### config.mk
export PLATFORM = sky130hd
export DESIGN_NAME = flash_record_log_scanner
export DESIGN_NICKNAME = d
export VERILOG_FILES = /design/src/sv/frls_pkg.sv /design/src/sv/flash_record_log_scanner.sv
export SDC_FILE = /design/constraint.sdc
export NUM_CORES = 1
export LEC_CHECK = 0
export ABC_CLOCK_PERIOD_IN_PS = 10400
export BUFFER_PORTS_ARGS = -buffer_cell sky130_fd_sc_hd__buf_4
export CAP_MARGIN = 30
export CORE_ASPECT_RATIO = 1.75
export CORE_MARGIN = 1.5
export CORE_UTILIZATION = 41
export DETAILED_ROUTE_END_ITERATION = 8
export GPL_TIMING_DRIVEN = 0
export SYNTH_ARGS = -nofsm -noshare
export SYNTH_HDL_FRONTEND = slang
export SYNTH_SLANG_ARGS = --single-unit
### constraint.sdc
create_clock -name clk -period 10.4 [get_ports clk]
set_input_delay 1.04 -clock clk [delete_from_list [all_inputs] [get_ports clk]]
set_output_delay 1.04 -clock clk [all_outputs]
set_load 0.01 [all_outputs]
### src/sv/frls_pkg.sv
`timescale 1ns / 1ps

package frls_pkg;

  // Page geometry
  localparam int PAGE_BYTES     = 4096;
  localparam int MAX_DATA_BYTES = 256;
  localparam int POS_W          = $clog2(PAGE_BYTES) + 1;
  localparam int OFF_W          = 12;
  localparam int LEFT_W         = $clog2(MAX_DATA_BYTES) + 1;
  localparam int SUM_W          = ((POS_W > 17) ? POS_W : 17) + 2;

  // Record layout
  localparam int HDR_LEN   = 8;
  localparam int CHECK_LEN = 4;
  localparam int MIN_REC   = 12;

  // CRC-32, reflected
  localparam logic [31:0] CRC_POLY = 32'hEDB88320;
  localparam logic [31:0] CRC_INIT = 32'hFFFFFFFF;
  localparam logic [31:0] ERASED_MAGIC = 32'hFFFFFFFF;

  // Configuration register indexes
  localparam logic [1:0] CFG_MAGIC       = 2'd0;
  localparam logic [1:0] CFG_CUR_VERSION = 2'd1;
  localparam logic [1:0] CFG_CUR_SIZE    = 2'd2;
  localparam logic [1:0] CFG_FIRST_SIZE  = 2'd3;

  // Walk phase, one-hot
  typedef enum logic [2:0] {
    PH_HEADER = 3'b001,
    PH_DATA   = 3'b010,
    PH_CHECK  = 3'b100
  } phase_t;

  // Round a size up to whole words
  function automatic logic [16:0] pad_words(input logic [15:0] size);
    logic [16:0] sum;
    sum = {1'b0, size} + 17'd3;
    return sum & ~17'd3;
  endfunction

  // One byte of reflected CRC-32
  function automatic logic [31:0] crc_byte(input logic [31:0] crc, input logic [7:0] b);
    logic [31:0] c;
    c = crc ^ {24'd0, b};
    for (int i = 0; i < 8; i++) begin
      c = (c >> 1) ^ (CRC_POLY & {32{c[0]}});
    end
    return c;
  endfunction

endpackage

### src/sv/flash_record_log_scanner.sv
`timescale 1ns / 1ps

// Flash record log scanner.
// Input channel (in_valid/in_ready): one page byte per transfer, in order from
// offset 0; page_start marks offset 0 and drops any scan in progress.
// Output channel (out_valid/out_ready): one result per page, produced by the
// transfer of the page's last byte and shown in the cycle after it. It gives the
// newest usable record, the append offset or the erase request.
// Throughput is one byte per cycle, but for the hold on a page's last byte below:
// the header check, the byte-wide CRC network and the record rules all sit
// between the walk state registers and the result register.
// While a result waits for out_ready, bytes of the next page are still taken;
// only the last byte of a page is held off until the result register is free.
// After the last byte the scan restarts by itself at offset 0.
// Reset (rst, synchronous) clears the walk, drops any pending result and
// loads the register defaults. Configuration writes (cfg_write, cfg_index,
// cfg_data) are registered; the user makes them only while idle (unchecked).
module flash_record_log_scanner (
  input  logic        clk,
  input  logic        rst,
  // configuration
  input  logic        cfg_write,
  input  logic [1:0]  cfg_index,
  input  logic [31:0] cfg_data,
  // page bytes
  input  logic        in_valid,
  output logic        in_ready,
  input  logic [7:0]  page_byte,
  input  logic        page_start,
  // results
  output logic        out_valid,
  input  logic        out_ready,
  output logic        record_found,
  output logic [11:0] newest_offset,
  output logic [15:0] newest_ver,
  output logic [8:0]  newest_size,
  output logic        needs_rewrite,
  output logic [11:0] append_offset,
  output logic        needs_erase
);

  localparam logic [frls_pkg::POS_W-1:0] LAST_POS =
    frls_pkg::POS_W'(frls_pkg::PAGE_BYTES - 1);

  // Configuration registers
  logic [31:0] record_magic;
  logic [15:0] current_version;
  logic [8:0]  current_size;
  logic [8:0]  first_layout_size;

  // Walk state
  logic [frls_pkg::POS_W-1:0]  byte_position;
  logic [frls_pkg::POS_W-1:0]  record_start;
  frls_pkg::phase_t            scan_phase;
  logic [2:0]                  sub_count;
  logic [63:0]                 header_shift;
  logic [31:0]                 running_crc;
  logic [frls_pkg::LEFT_W-1:0] bytes_left;
  logic [31:0]                 stored_check;
  logic                        walk_stopped;
  logic                        stopped_on_erased;
  logic                        best_valid;
  logic [11:0]                 best_offset;
  logic [15:0]                 best_version;
  logic [8:0]                  best_size;

  // Effective state after an optional page restart
  logic [frls_pkg::POS_W-1:0]  cur_pos, cur_start;
  frls_pkg::phase_t            cur_phase;
  logic [2:0]                  cur_sub;
  logic [63:0]                 cur_hs;
  logic [31:0]                 cur_crc, cur_check;
  logic [frls_pkg::LEFT_W-1:0] cur_left;
  logic                        cur_stopped, cur_erased, cur_bvalid;
  logic [11:0]                 cur_boff;
  logic [15:0]                 cur_bver;
  logic [8:0]                  cur_bsize;

  // Next state
  logic [frls_pkg::POS_W-1:0]  record_start_next;
  frls_pkg::phase_t            scan_phase_next;
  logic [2:0]                  sub_count_next;
  logic [63:0]                 header_shift_next;
  logic [31:0]                 running_crc_next, stored_check_next;
  logic [frls_pkg::LEFT_W-1:0] bytes_left_next;
  logic                        walk_stopped_next, stopped_on_erased_next, best_valid_next;
  logic [11:0]                 best_offset_next;
  logic [15:0]                 best_version_next;
  logic [8:0]                  best_size_next;

  logic [63:0]               hs_new;
  logic [31:0]               hdr_magic;
  logic [15:0]               hdr_size, rec_version, rec_size;
  logic [16:0]               hdr_pad;
  logic [frls_pkg::SUM_W-1:0] hdr_end;
  logic [1:0]                tail_fill;
  logic [31:0]               check_new;
  logic [frls_pkg::POS_W-1:0] following;
  logic                      crc_ok, rules_ok;
  logic                      is_last, accept;
  logic [frls_pkg::SUM_W-1:0] room_end;
  logic                      room;

  assign accept   = in_valid && in_ready;
  assign in_ready = (byte_position != LAST_POS) || !out_valid || out_ready;

  // Restart a page scan when page_start is set
  always_comb begin
    if (page_start) begin
      cur_pos     = '0;
      cur_start   = '0;
      cur_phase   = frls_pkg::PH_HEADER;
      cur_sub     = '0;
      cur_hs      = '0;
      cur_crc     = frls_pkg::CRC_INIT;
      cur_check   = '0;
      cur_left    = '0;
      cur_stopped = 1'b0;
      cur_erased  = 1'b0;
      cur_bvalid  = 1'b0;
      cur_boff    = '0;
      cur_bver    = '0;
      cur_bsize   = '0;
    end else begin
      cur_pos     = byte_position;
      cur_start   = record_start;
      cur_phase   = scan_phase;
      cur_sub     = sub_count;
      cur_hs      = header_shift;
      cur_crc     = running_crc;
      cur_check   = stored_check;
      cur_left    = bytes_left;
      cur_stopped = walk_stopped;
      cur_erased  = stopped_on_erased;
      cur_bvalid  = best_valid;
      cur_boff    = best_offset;
      cur_bver    = best_version;
      cur_bsize   = best_size;
    end
  end

  // Header decode and record rules
  assign hs_new      = {page_byte, cur_hs[63:8]};
  assign hdr_magic   = hs_new[31:0];
  assign hdr_size    = hs_new[63:48];
  assign hdr_pad     = frls_pkg::pad_words(hdr_size);
  assign hdr_end     = frls_pkg::SUM_W'(cur_start) + frls_pkg::SUM_W'(hdr_pad)
                     + frls_pkg::SUM_W'(frls_pkg::HDR_LEN + frls_pkg::CHECK_LEN);
  assign rec_version = cur_hs[47:32];
  assign rec_size    = cur_hs[63:48];
  assign tail_fill   = 2'(~rec_size[1:0] + 2'd1);
  assign check_new   = cur_check | ({24'd0, page_byte} << {cur_sub[1:0], 3'b000});
  assign following   = cur_pos + frls_pkg::POS_W'(1);
  assign crc_ok      = (check_new == ~cur_crc);

  always_comb begin
    if (rec_version == 16'd1) begin
      rules_ok = (rec_size == 16'(first_layout_size));
    end else if (rec_version == current_version) begin
      rules_ok = (rec_size == 16'(current_size));
    end else begin
      rules_ok = (rec_version > current_version) && (rec_size >= 16'(current_size));
    end
  end

  // Walk one byte
  always_comb begin
    record_start_next      = cur_start;
    scan_phase_next        = cur_phase;
    sub_count_next         = cur_sub;
    header_shift_next      = cur_hs;
    running_crc_next       = cur_crc;
    stored_check_next      = cur_check;
    bytes_left_next        = cur_left;
    walk_stopped_next      = cur_stopped;
    stopped_on_erased_next = cur_erased;
    best_valid_next        = cur_bvalid;
    best_offset_next       = cur_boff;
    best_version_next      = cur_bver;
    best_size_next         = cur_bsize;
    if (!cur_stopped) begin
      case (cur_phase)
        frls_pkg::PH_HEADER: begin
          header_shift_next = hs_new;
          sub_count_next    = cur_sub + 3'd1;
          if (cur_sub == 3'd7) begin
            if (hdr_magic == frls_pkg::ERASED_MAGIC) begin
              walk_stopped_next      = 1'b1;
              stopped_on_erased_next = 1'b1;
            end else if (hdr_magic != record_magic || hdr_size == 16'd0 ||
                         hdr_size > 16'(frls_pkg::MAX_DATA_BYTES) ||
                         hdr_end > frls_pkg::SUM_W'(frls_pkg::PAGE_BYTES)) begin
              walk_stopped_next      = 1'b1;
              stopped_on_erased_next = 1'b0;
            end else begin
              scan_phase_next = frls_pkg::PH_DATA;
              bytes_left_next = frls_pkg::LEFT_W'(hdr_pad);
            end
          end
        end
        frls_pkg::PH_DATA: begin
          // filler bytes after the data are skipped by the CRC
          if (cur_left > frls_pkg::LEFT_W'(tail_fill)) begin
            running_crc_next = frls_pkg::crc_byte(cur_crc, page_byte);
          end
          bytes_left_next = cur_left - frls_pkg::LEFT_W'(1);
          if (cur_left == frls_pkg::LEFT_W'(1)) begin
            scan_phase_next = frls_pkg::PH_CHECK;
            sub_count_next  = '0;
          end
        end
        frls_pkg::PH_CHECK: begin
          stored_check_next = check_new;
          sub_count_next    = cur_sub + 3'd1;
          if (cur_sub[1:0] == 2'd3) begin
            if (crc_ok && rules_ok) begin
              best_valid_next   = 1'b1;
              best_offset_next  = cur_start[11:0];
              best_version_next = rec_version;
              best_size_next    = rec_size[8:0];
            end
            // next record starts after this byte
            record_start_next = following;
            scan_phase_next   = frls_pkg::PH_HEADER;
            sub_count_next    = '0;
            header_shift_next = '0;
            running_crc_next  = frls_pkg::CRC_INIT;
            stored_check_next = '0;
            bytes_left_next   = '0;
            if ((frls_pkg::SUM_W'(following) + frls_pkg::SUM_W'(frls_pkg::MIN_REC)) >
                frls_pkg::SUM_W'(frls_pkg::PAGE_BYTES)) begin
              walk_stopped_next      = 1'b1;
              stopped_on_erased_next = 1'b0;
            end
          end
        end
        default: begin
          scan_phase_next = frls_pkg::PH_HEADER;
        end
      endcase
    end
  end

  // End of page summary
  assign is_last  = (cur_pos == LAST_POS);
  assign room_end = frls_pkg::SUM_W'(record_start_next)
                  + frls_pkg::SUM_W'(frls_pkg::pad_words(16'(current_size)))
                  + frls_pkg::SUM_W'(frls_pkg::HDR_LEN + frls_pkg::CHECK_LEN);
  assign room     = (room_end <= frls_pkg::SUM_W'(frls_pkg::PAGE_BYTES));

  // Configuration registers
  always_ff @(posedge clk) begin
    if (rst) begin
      record_magic      <= '0;
      current_version   <= 16'd3;
      current_size      <= 9'd64;
      first_layout_size <= 9'd32;
    end else if (cfg_write) begin
      case (cfg_index)
        frls_pkg::CFG_MAGIC:       record_magic      <= cfg_data;
        frls_pkg::CFG_CUR_VERSION: current_version   <= cfg_data[15:0];
        frls_pkg::CFG_CUR_SIZE:    current_size      <= cfg_data[8:0];
        frls_pkg::CFG_FIRST_SIZE:  first_layout_size <= cfg_data[8:0];
        default: ;
      endcase
    end
  end

  // Walk state registers
  always_ff @(posedge clk) begin
    if (rst || (accept && is_last)) begin
      byte_position     <= '0;
      record_start      <= '0;
      scan_phase        <= frls_pkg::PH_HEADER;
      sub_count         <= '0;
      header_shift      <= '0;
      running_crc       <= frls_pkg::CRC_INIT;
      stored_check      <= '0;
      bytes_left        <= '0;
      walk_stopped      <= 1'b0;
      stopped_on_erased <= 1'b0;
      best_valid        <= 1'b0;
      best_offset       <= '0;
      best_version      <= '0;
      best_size         <= '0;
    end else if (accept) begin
      byte_position     <= following;
      record_start      <= record_start_next;
      scan_phase        <= scan_phase_next;
      sub_count         <= sub_count_next;
      header_shift      <= header_shift_next;
      running_crc       <= running_crc_next;
      stored_check      <= stored_check_next;
      bytes_left        <= bytes_left_next;
      walk_stopped      <= walk_stopped_next;
      stopped_on_erased <= stopped_on_erased_next;
      best_valid        <= best_valid_next;
      best_offset       <= best_offset_next;
      best_version      <= best_version_next;
      best_size         <= best_size_next;
    end
  end

  // Result register
  always_ff @(posedge clk) begin
    if (rst) begin
      out_valid <= 1'b0;
    end else if (accept && is_last) begin
      out_valid <= 1'b1;
    end else if (out_ready) begin
      out_valid <= 1'b0;
    end
  end

  always_ff @(posedge clk) begin
    if (accept && is_last) begin
      record_found   <= best_valid_next;
      newest_offset  <= best_valid_next ? best_offset_next : '0;
      newest_ver     <= best_valid_next ? best_version_next : '0;
      newest_size    <= best_valid_next ? best_size_next : '0;
      needs_rewrite  <= best_valid_next && (best_version_next != current_version);
      if (walk_stopped_next && stopped_on_erased_next && room) begin
        append_offset <= record_start_next[11:0];
        needs_erase   <= 1'b0;
      end else begin
        append_offset <= '0;
        needs_erase   <= 1'b1;
      end
    end
  end

  // Checks
  a_erased_implies_stopped: assert property (@(posedge clk) disable iff (rst)
    stopped_on_erased |-> walk_stopped)
    else $error("erased flag set while walk still running");

  a_data_has_bytes: assert property (@(posedge clk) disable iff (rst)
    (scan_phase == frls_pkg::PH_DATA) |-> (bytes_left != '0))
    else $error("data phase with no bytes left");

  a_best_clear: assert property (@(posedge clk) disable iff (rst)
    !best_valid |-> (best_offset == '0 && best_size == '0 && best_version == '0))
    else $error("best record fields set without a usable record");

  a_last_gives_result: assert property (@(posedge clk) disable iff (rst)
    (accept && is_last) |=> out_valid)
    else $error("last byte of page gave no result");

endmodule
==> impl_metrics.yaml, run 1 <==
sta:
  clock.fmax_mhz: 99.1
  worstMarginPinSlew_ns: 1.08
  tns_ns: 0
  rsz0062_at_grt: "no"
  hold_viol_final: 0
  min_period_ns: 10.09
  maxSlewViolCount: 0
  relSlewSlack_pct: 27.9
  period_share_pct: 97.0
  fin_skew_ns: 0.0227
  final-setup-viol-count: 0
clock_network:
  cts_made_buffers: 35
  clk_latency_ns: 0.55
  cts_hold_buf: 0
  cts_tree: "done"
  clock-sinks: 320
  path_clk_slew_ns: 0.07
  cts_buffer_depth: 3
  htree_levels: 2
  cts.repair.resized: 0
  cts_setup_buffers: 0
  root_buffer: "clkbuf_16"
layout:
  nets: 2757
  final_layout_size_suffix_gt1_share_pct: 9.09
  nFillCells: 4796
  final_util_pct: 47.5
  final_cells: 3251
  area_growth_pct: 14.0
critical_path:
  arrival_ns: 10.36
  cpMaxStageDelayCell: "clkdlybuf4s15_1"
  critPathLaunchType: "primary input"
  critical_path_class: "in2reg"
  rr_worst_depth: 24
  cp_max_fo: 10
  cp_data_required_time_ns: 10.67
  end_kind: "register"
  cp_slowest_stage_delay_ns: 0.77
run_status:
  status: "completed"
global_routing:
  grt_overflow: 0
  grt_usage_pct: 34.2
  grt_pass1_vias: 19800
  grt_pass1_wl_um: 125000
  antenna_found_initial: 0
  grt_max_degree: 15
detailed_routing:
  antenna_left: 0
  drt-total-wl_um: 85500
  vias: 20300
  routedWlPerCell_um: 26.3
  drt_iter0_markers: 1800
  drc: 0
  viasPerCell: 6.26
  drtPass1Iterations: 6
synthesis:
  synth_edf_count: 52
  ys_warn_count: 0
  yosysSeqAreaShare_pct: 35.3
  synthesis.nets: 2608
  synth_flop_cell: "dfxtp_1"
  synth_area_sq_um: 19600
  syn_inst: 2488
  ys_types: 94
  synth_area_per_cell_sq_um: 7.88
  synth-async-reset-ratio_pct: 0
  ys_ff_latch: 320
floorplan:
  coreArea_sq_um: 47000
  ios: 102
  fp-row-count: 105
  die_area_sq_um: 49200
  die_y_um: 292
  start_util_pct: 41.7
  die_x_um: 168
run:
  cap_violations: 0
power_and_ir_drop:
  power_mw: 2.92
  powerDensity_nw_per_um2: 131
  p_leak_nw: 7.80
  irDropWorstVdd_uv: 128
min_path:
  hold-path-cell-count: 2
  worst_hold_path_type: "reg2reg"
place:
  hpwl_um: 65800
  io_buffer_count: 95
  place.gp.congestion: 0.963
  numPlacedInstances: 3187
==> cell usage in the layout (no fill, tap or decap), types with 70 or more instances in the layout <==
cell	count
a22oi_1	153
inv_1	72
clkbuf_1	140
ha_1	70
buf_4	105
nand2_1	278
xnor2_1	132
nor2_1	365
o21ai_0	116
a21oi_1	172
dfxtp_1	268
==> registers in the layout (all words and copies together), names as in the netlist, 3 cells and up <==
| register | cells |
|---|---|
| best_offset | 12 |
| record_start | 13 |
| best_version | 16 |
| sub_count | 3 |
| stored_check | 32 |
| record_magic | 32 |
| scan_phase | 3 |
| current_version | 16 |
| newest_ver | 16 |
| bytes_left | 9 |
| first_layout_size | 9 |
| header_shift | 56 |
| current_size | 9 |
| running_crc | 32 |
| append_offset | 12 |
| byte_position | 13 |
| newest_offset | 12 |
| newest_size | 9 |
| best_size | 9 |
==> cell usage after synthesis (14+ instances only) <==
cell type  count  area [sq um]
nor2_1       365          1370
nand2_1      278          1040
dfxtp_1      268          5370
a21oi_1      172           861
a22oi_1      153          1150
clkbuf_1     133           499
xnor2_1      132          1160
o21ai_0      116           581
inv_1         72           270
ha_1          70           876
nor2b_1       59           369
edfxtp_1      52          1560
nor3_1        47           235
a31oi_1       46           288
nand3_1       40           200
xor2_1        39           342
nand4_1       37           231
buf_2         30           150
nor4_1        27           169
o22ai_1       24           150
a21o_1        22           165
a211oi_1      21           158
nor4bb_1      16           160
o32ai_1       16           140
nand3b_1      14           105
==> kinds of logic after synthesis <==
logic type	share of synthesized area, %
simple gates	23.1
compound gates	22.8
flops	35.3
buf+inv	5.33
xor+xnor	7.95
fa+ha+maj	4.67
mux	0.798
==> worst max-delay path, delay by kind of cell <==
family / cells / cell delay, ns
compound gates: 9 / 2.26
fa+ha+maj: 3 / 1.14
buf+inv: 13 / 5.19
simple gates: 4 / 0.52
xor+xnor: 1 / 0.13
==> metrics by stage <==
stage | hold slack [ns] | area, sq um | worst slack, ns
after global routing | 0.485 | 22400 | 0.0615
after global placement | 0.442 | 21100 | -4.55
final | 0.456 | 22400 | 0.313
after CTS | 0.455 | 22300 | 0.320
after floorplan | 0.432 | 19600 | 1.11
after detailed placement | 0.446 | 21200 | -0.220
==> metal layers <==
| layer | wire length (um) | track usage, % | up-vias |
|---|---|---|---|
| met5 | 0 | 0 | - |
| met4 | 7700 | 28.1 | 0 |
| met3 | 5610 | 5.35 | 370 |
| met2 | 43100 | 61.9 | 1034 |
| met1 | 29000 | 34.4 | 9731 |
| li1 | - | - | 9201 |
==> path summary, 6_finish.rpt <==
check,to,slack [ns],start
setup / recovery,append_offset[2]$_SDFFCE_PN0P_,0.31,page_start
hold / removal,record_start[6]$_SDFFE_PP0P_,0.46,record_start[6]$_SDFFE_PP0P_
setup reg to reg,append_offset[2]$_SDFFCE_PN0P_,3.16,sub_count[1]$_SDFFE_PP0P_
hold reg to reg,record_start[6]$_SDFFE_PP0P_,0.46,record_start[6]$_SDFFE_PP0P_
==> report_power, final <==
group,leakage (nW),switching (mW),internal (mW),total [mW]
logic,4.69,0.261,0.117,0.378
clock network,0.526,0.558,0.697,1.26
registers,2.58,0.0203,1.27,1.29
==> final cells by class <==
class	count	area, sq um	area share [%]
flip-flops and latches	320	6930	31.0
clock buffers	47	993	4.44
repair buffers	112	900	4.02
plain buffers	185	782	3.50
multi-input cells	1911	11600	52.1
well taps	588	736	3.29
diodes	1	2.50	0.0112
clock inverters	15	106	0.476
inverters	72	270	1.21
No activity file was read; power rests on OpenSTA's default activity.
==> run 2: changes to the inputs <==
--- a/config.mk
+++ b/config.mk
@@ -13,6 +13,7 @@
 export CORE_UTILIZATION = 41
 export DETAILED_ROUTE_END_ITERATION = 8
 export GPL_TIMING_DRIVEN = 0
+export PLACE_DENSITY = 0.58
 export SYNTH_ARGS = -nofsm -noshare
 export SYNTH_HDL_FRONTEND = slang
 export SYNTH_SLANG_ARGS = --single-unit
==> run 2 against run 1 <==
Effect of this change:
- via count decreased by 0.26%
- utilization increased by 0.22 points
- total power increased by 3.1%
- register-to-register slack got worse by 0.06 ns
- first-iteration DRC count increased by 8.3%
- combinational power about the same
- clock skew decreased by 0.00097 ns
- non-clock buffer count unchanged
- largest power group is now the clock network
- highest routed layer unchanged
==> impl_metrics.yaml, run 2 (same netlist as run 1, synthesis figures left out) <==
sta:
  final-setup-viol-count: 0
  fin_skew_ns: 0.0217
  maxSlewViolCount: 0
  rsz0062_at_grt: "no"
  worstMarginPinSlew_ns: 1.08
  hold-worst-slack_ns: 0.463
  hold_viol_final: 0
  relSlewSlack_pct: 27.0
  period_share_pct: 98.0
  clock.fmax_mhz: 98.1
  fin_ws_ns: 0.203
  min_period_ns: 10.20
clock_network:
  path_clk_slew_ns: 0.07
  cts.repair.resized: 0
  htree_levels: 2
  clk_latency_ns: 0.55
  cts_made_buffers: 35
  cts_hold_buf: 0
  cts_setup_buffers: 0
  clock-sinks: 320
  root_buffer: "clkbuf_16"
  cts_tree: "done"
  cts_buffer_depth: 3
critical_path:
  cp.depth: 28
  end_kind: "register"
  critical_path_class: "in2reg"
  cp_data_required_time_ns: 10.67
  r2r_end: "needs_erase$_DFFE_PP_"
  rr_startpoint: "sub_count[1]$_SDFFE_PP0P_"
  cp_max_fo: 10
  critPathLaunchType: "primary input"
  arrival_ns: 10.47
  critPathTopFamily: "buffers and inverters"
  rr_worst_depth: 23
  cp_slowest_stage_delay_ns: 0.83
  cpMaxStageDelayCell: "clkdlybuf4s15_1"
  r2r_slack_ns: 3.10
  crit_buf_inv: 12
place:
  pre_cts_slack_ns: -0.264
  place.gp.congestion: 0.983
  io_buffer_count: 95
  hpwl_um: 67300
  numPlacedInstances: 3188
run:
  cap_violations: 0
detailed_routing:
  viasPerCell: 6.24
  drc: 0
  routedWlPerCell_um: 26.7
  antenna_left: 0
  drt-total-wl_um: 87000
  drtPass1Iterations: 5
  vias: 20300
  drt_iter0_markers: 1949
power_and_ir_drop:
  power_mw: 3.01
  powerDensity_nw_per_um2: 134
  irDropWorstVdd_uv: 127
  p_leak_nw: 7.85
min_path:
  hold-path-cell-count: 2
  min_to: "record_start[12]$_SDFFE_PP0P_"
  min_from: "record_start[12]$_SDFFE_PP0P_"
  worst_hold_path_type: "reg2reg"
layout:
  largest_reg_flops: 56
  diodes: 0
  final_cell_mix: "365 x nor2_1, 278 x nand2_1, 268 x dfxtp_1"
  nFillCells: 4770
  layout_commonest_cell: "nor2_1"
  regMostFlops: "header_shift"
  area_growth_pct: 14.5
  nets: 2757
  final_cells: 3251
  final_layout_size_suffix_gt1_share_pct: 9.35
global_routing:
  grt_usage_pct: 34.8
  grt_overflow: 0
  antenna_found_initial: 0
  grt_pass1_wl_um: 126000
  grt_pass1_vias: 19600
  grt_max_degree: 15
floorplan:
  die_y_um: 292
  ios: 102
  start_util_pct: 41.7
  die_area_sq_um: 49200
  coreArea_sq_um: 47000
  die_x_um: 168
  fp-row-count: 105
run_status:
  status: "completed"
## run 2: changes by cell type in the layout (fill, tap and decap cells not counted), sizes merged
cell      change
bufinv        +4
diode         -1
clkinvlp      +1
clkinv        -1
clkbuf        -4
inv           +1
## run 2: report_power, final
group          switching (mW)  internal (mW)  leakage [nW]
Sequential             0.0211           1.27          2.58
Clock                   0.571          0.773         0.570
Combinational           0.262          0.117          4.70
Total                   0.855           2.16          7.85
## run 2: how the worst max path moves through the flow
stage               start                             end  slack (ns)
4_1_cts        page_start  append_offset[4]$_SDFFCE_PN0P_        0.24
2_1_floorplan  page_start     best_offset[0]$_SDFFE_PP0P_        1.11
6_report       page_start           needs_erase$_DFFE_PP_        0.20
5_1_grt        page_start  append_offset[4]$_SDFFCE_PN0P_        0.12
3_3_place_gp   page_start      scan_phase[1]$_SDFFE_PP0P_       -4.81
3_5_place_dp   page_start           needs_erase$_DFFE_PP_       -0.26
## run 2: final cells by class
type | count | area (sq um) | share of cell area [%]
flip-flops and latches | 320 | 6930 | 30.8
clock buffers | 43 | 937 | 4.17
plain buffers | 185 | 782 | 3.48
well taps | 588 | 736 | 3.28
clock inverters | 20 | 255 | 1.14
repair buffers | 112 | 911 | 4.06
multi-input cells | 1911 | 11600 | 51.8
inverters | 72 | 270 | 1.20
## run 2: worst min-delay path, stage by stage, from the launching register on
cell and delay [ns]:
dfxtp_1 0.31, nand2_1 0.05, a21oi_1 0.05
## run 2: metrics by stage
step	utilization (%)	setup TNS, ns	instance area (sq um)
global route	47.8	0	22500
finish	47.8	0	22500
global placement	44.8	-974.04	21100
detailed placement	45.2	-2.60	21300
CTS	47.7	0	22500
floorplan	-	0	19600
## run 2: layer usage
layer	GRT usage [%]	share of wire, %	routed length, um	vias to the layer above
met5	0	0	0	-
met4	24.2	8.0	6990	0
met3	4.72	5.9	5120	335
met2	64.1	51	44600	988
met1	36.0	35	30300	9753
li1	-	-	-	9207
==> run 3: changes to the inputs <==
--- a/config.mk
+++ b/config.mk
@@ -10,10 +10,10 @@
 export CAP_MARGIN = 30
 export CORE_ASPECT_RATIO = 1.75
 export CORE_MARGIN = 1.5
-export CORE_UTILIZATION = 41
+export CORE_UTILIZATION = 55
 export DETAILED_ROUTE_END_ITERATION = 8
 export GPL_TIMING_DRIVEN = 0
-export PLACE_DENSITY = 0.58
+export PLACE_DENSITY = 0.74
 export SYNTH_ARGS = -nofsm -noshare
 export SYNTH_HDL_FRONTEND = slang
 export SYNTH_SLANG_ARGS = --single-unit
==> run 3 against run 2 <==
Effect of this change:
- sequential share of layout area grew 0.55 points
- first-iteration DRC count shrank 1.7%
- utilization up 15 points
- highest routed layer unchanged
- die area down 25%
- global-route usage grew 8.1 points
- clock power fell by 9.7%
- cell count decreased by 4.2%
- routed wire length fell by 7.2%
==> impl_metrics.yaml, run 3 (same netlist as run 1, synthesis figures left out) <==
run_status:
  status: "completed"
place:
  place.gp.congestion: 1.01
  numPlacedInstances: 3059
  hpwl_um: 60800
  io_buffer_count: 95
  post_dp_cell_area_sq_um: 21000
layout:
  largest_reg_flops: 56
  final_cells: 3116
  area_growth_pct: 12.6
  final_cell_mix: "365 x nor2_1, 278 x nand2_1, 268 x dfxtp_1"
  nets: 2747
  fin_area_sq_um: 22100
  regMostFlops: "header_shift"
  diodes: 0
  final_layout_size_suffix_gt1_share_pct: 9.02
  layout_commonest_cell: "nor2_1"
clock_network:
  cts_buffer_depth: 3
  root_buffer: "clkbuf_16"
  path_clk_slew_ns: 0.07
  clk_latency_ns: 0.61
  cts_made_buffers: 31
  cts_tree: "done"
  clock-sinks: 320
  cts_setup_buffers: 0
  cts_hold_buf: 0
  htree_levels: 1
  cts.repair.resized: 0
sta:
  final-setup-viol-count: 0
  hold-worst-slack_ns: 0.461
  maxSlewViolCount: 0
  fin_skew_ns: 0.0231
  hold_viol_final: 0
  period_share_pct: 95.8
  min_period_ns: 9.97
  rsz0062_at_grt: "no"
  relSlewSlack_pct: 25.8
  clock.fmax_mhz: 100
  tns_ns: 0
  worstMarginPinSlew_ns: 1.10
critical_path:
  crit_buf_inv: 13
  cpMaxStageDelayCell: "buf_1"
  critical_path_class: "in2reg"
  end_kind: "register"
  r2r_slack_ns: 3.56
  cp_max_fo: 10
  cp_data_required_time_ns: 10.74
  critPathLaunch: "page_start"
  r2r_end: "append_offset[8]$_SDFFCE_PN0P_"
  cp_slowest_stage_delay_ns: 0.66
  cp.depth: 30
  endpoint: "append_offset[8]$_SDFFCE_PN0P_"
  critPathTopFamily: "buffers and inverters"
  critPathLaunchType: "primary input"
  rr_startpoint: "sub_count[1]$_SDFFE_PP0P_"
  rr_worst_depth: 24
  arrival_ns: 10.31
global_routing:
  grt_pass1_vias: 19900
  top_usage_layer: "met2"
  antenna_found_initial: 0
  grt_pass1_wl_um: 119000
  grt_overflow: 0
  grt_max_degree: 16
  met2_usage_pct: 73.2
  grt_util_met3_pct: 8.09
  grt_usage_pct: 42.9
  gr-usage-met1_pct: 44.3
detailed_routing:
  routedWlPerCell_um: 25.9
  viasPerCell: 6.62
  drt-total-wl_um: 80700
  vias: 20600
  antenna_left: 0
  drc: 0
  drtPass1Iterations: 8
  drt_iter0_markers: 1916
floorplan:
  start_util_pct: 55.7
  ios: 102
  die_y_um: 253
  fp-row-count: 91
  coreArea_sq_um: 35200
  die_area_sq_um: 36800
  die_x_um: 146
power_and_ir_drop:
  p_sw_share_pct: 28.4
  p_int_mw: 2.06
  irDropWorstVdd_uv: 138
  p_clk_share_pct: 42.2
  pwr-share-seq_pct: 44.8
  p_leak_nw: 7.75
  comb_power_share_pct: 13.0
  powerDensity_nw_per_um2: 130
  p_sw_mw: 0.817
min_path:
  worst_hold_path_type: "reg2reg"
run:
  cap_violations: 0
## run 3: cell count changes in the layout (fill, tap and decap cells not counted), sizes merged
cell,previous run,this run
clkinvlp,5,2
inv,73,74
clkdlybuf4s15,1,0
buf,161,156
clkinv,9,10
clkbuf,178,174
bufinv,5,4
## run 3: worst min path at each step
stage	from	to	cells after the start
after floorplan	record_start[12]$_SDFFE_PP0P_	record_start[12]$_SDFFE_PP0P_	2
after global placement	record_start[12]$_SDFFE_PP0P_	record_start[12]$_SDFFE_PP0P_	2
after detailed placement	record_start[12]$_SDFFE_PP0P_	record_start[12]$_SDFFE_PP0P_	2
after CTS	record_start[12]$_SDFFE_PP0P_	record_start[12]$_SDFFE_PP0P_	2
after global routing	record_start[6]$_SDFFE_PP0P_	record_start[6]$_SDFFE_PP0P_	2
final	record_start[12]$_SDFFE_PP0P_	record_start[12]$_SDFFE_PP0P_	2
## run 3: metal layers
metal | wire length [um] | up-vias
met5 | 0 | -
li1 | - | 9186
met3 | 7080 | 502
met1 | 26600 | 9640
met2 | 38700 | 1298
met4 | 8340 | 0
## run 3: area by class of cell
type	count	area [sq um]
Multi-Input combinational cell	1911	11600
Timing Repair Buffer	106	827
Fill cell	3243	13100
Clock inverter	18	208
Inverter	72	270
Buffer	185	776
Tap cell	465	582
Clock buffer	39	838
Sequential cell	320	6930
## run 3: power by group through the flow
| stage | clock network (mW) | registers [mW] | logic, mW |
|---|---|---|---|
| after floorplan | 0 | 1.31 | 0.223 |
| after global placement | 0 | 1.31 | 0.348 |
| after detailed placement | 0 | 1.32 | 0.355 |
| after CTS | 1.21 | 1.29 | 0.357 |
| after global routing | 1.25 | 1.29 | 0.391 |
| final | 1.21 | 1.29 | 0.372 |
## run 3: stage by stage
step | util (%) | total power [mW] | setup WS, ns
5_1_grt | 62.7 | 2.93 | 0.218
4_1_cts | 62.7 | 2.85 | 0.610
2_1_floorplan | - | 1.53 | 1.11
6_report | 62.7 | 2.87 | 0.434
3_5_place_dp | 59.8 | 1.67 | 0.0247
3_3_place_gp | 59.4 | 1.66 | -4.13
## run 3: tightest hold or removal path: stages, from the launching register on
cell	delay (ns)
dfxtp_1	0.31
nand2_1	0.05
a21oi_1	0.06
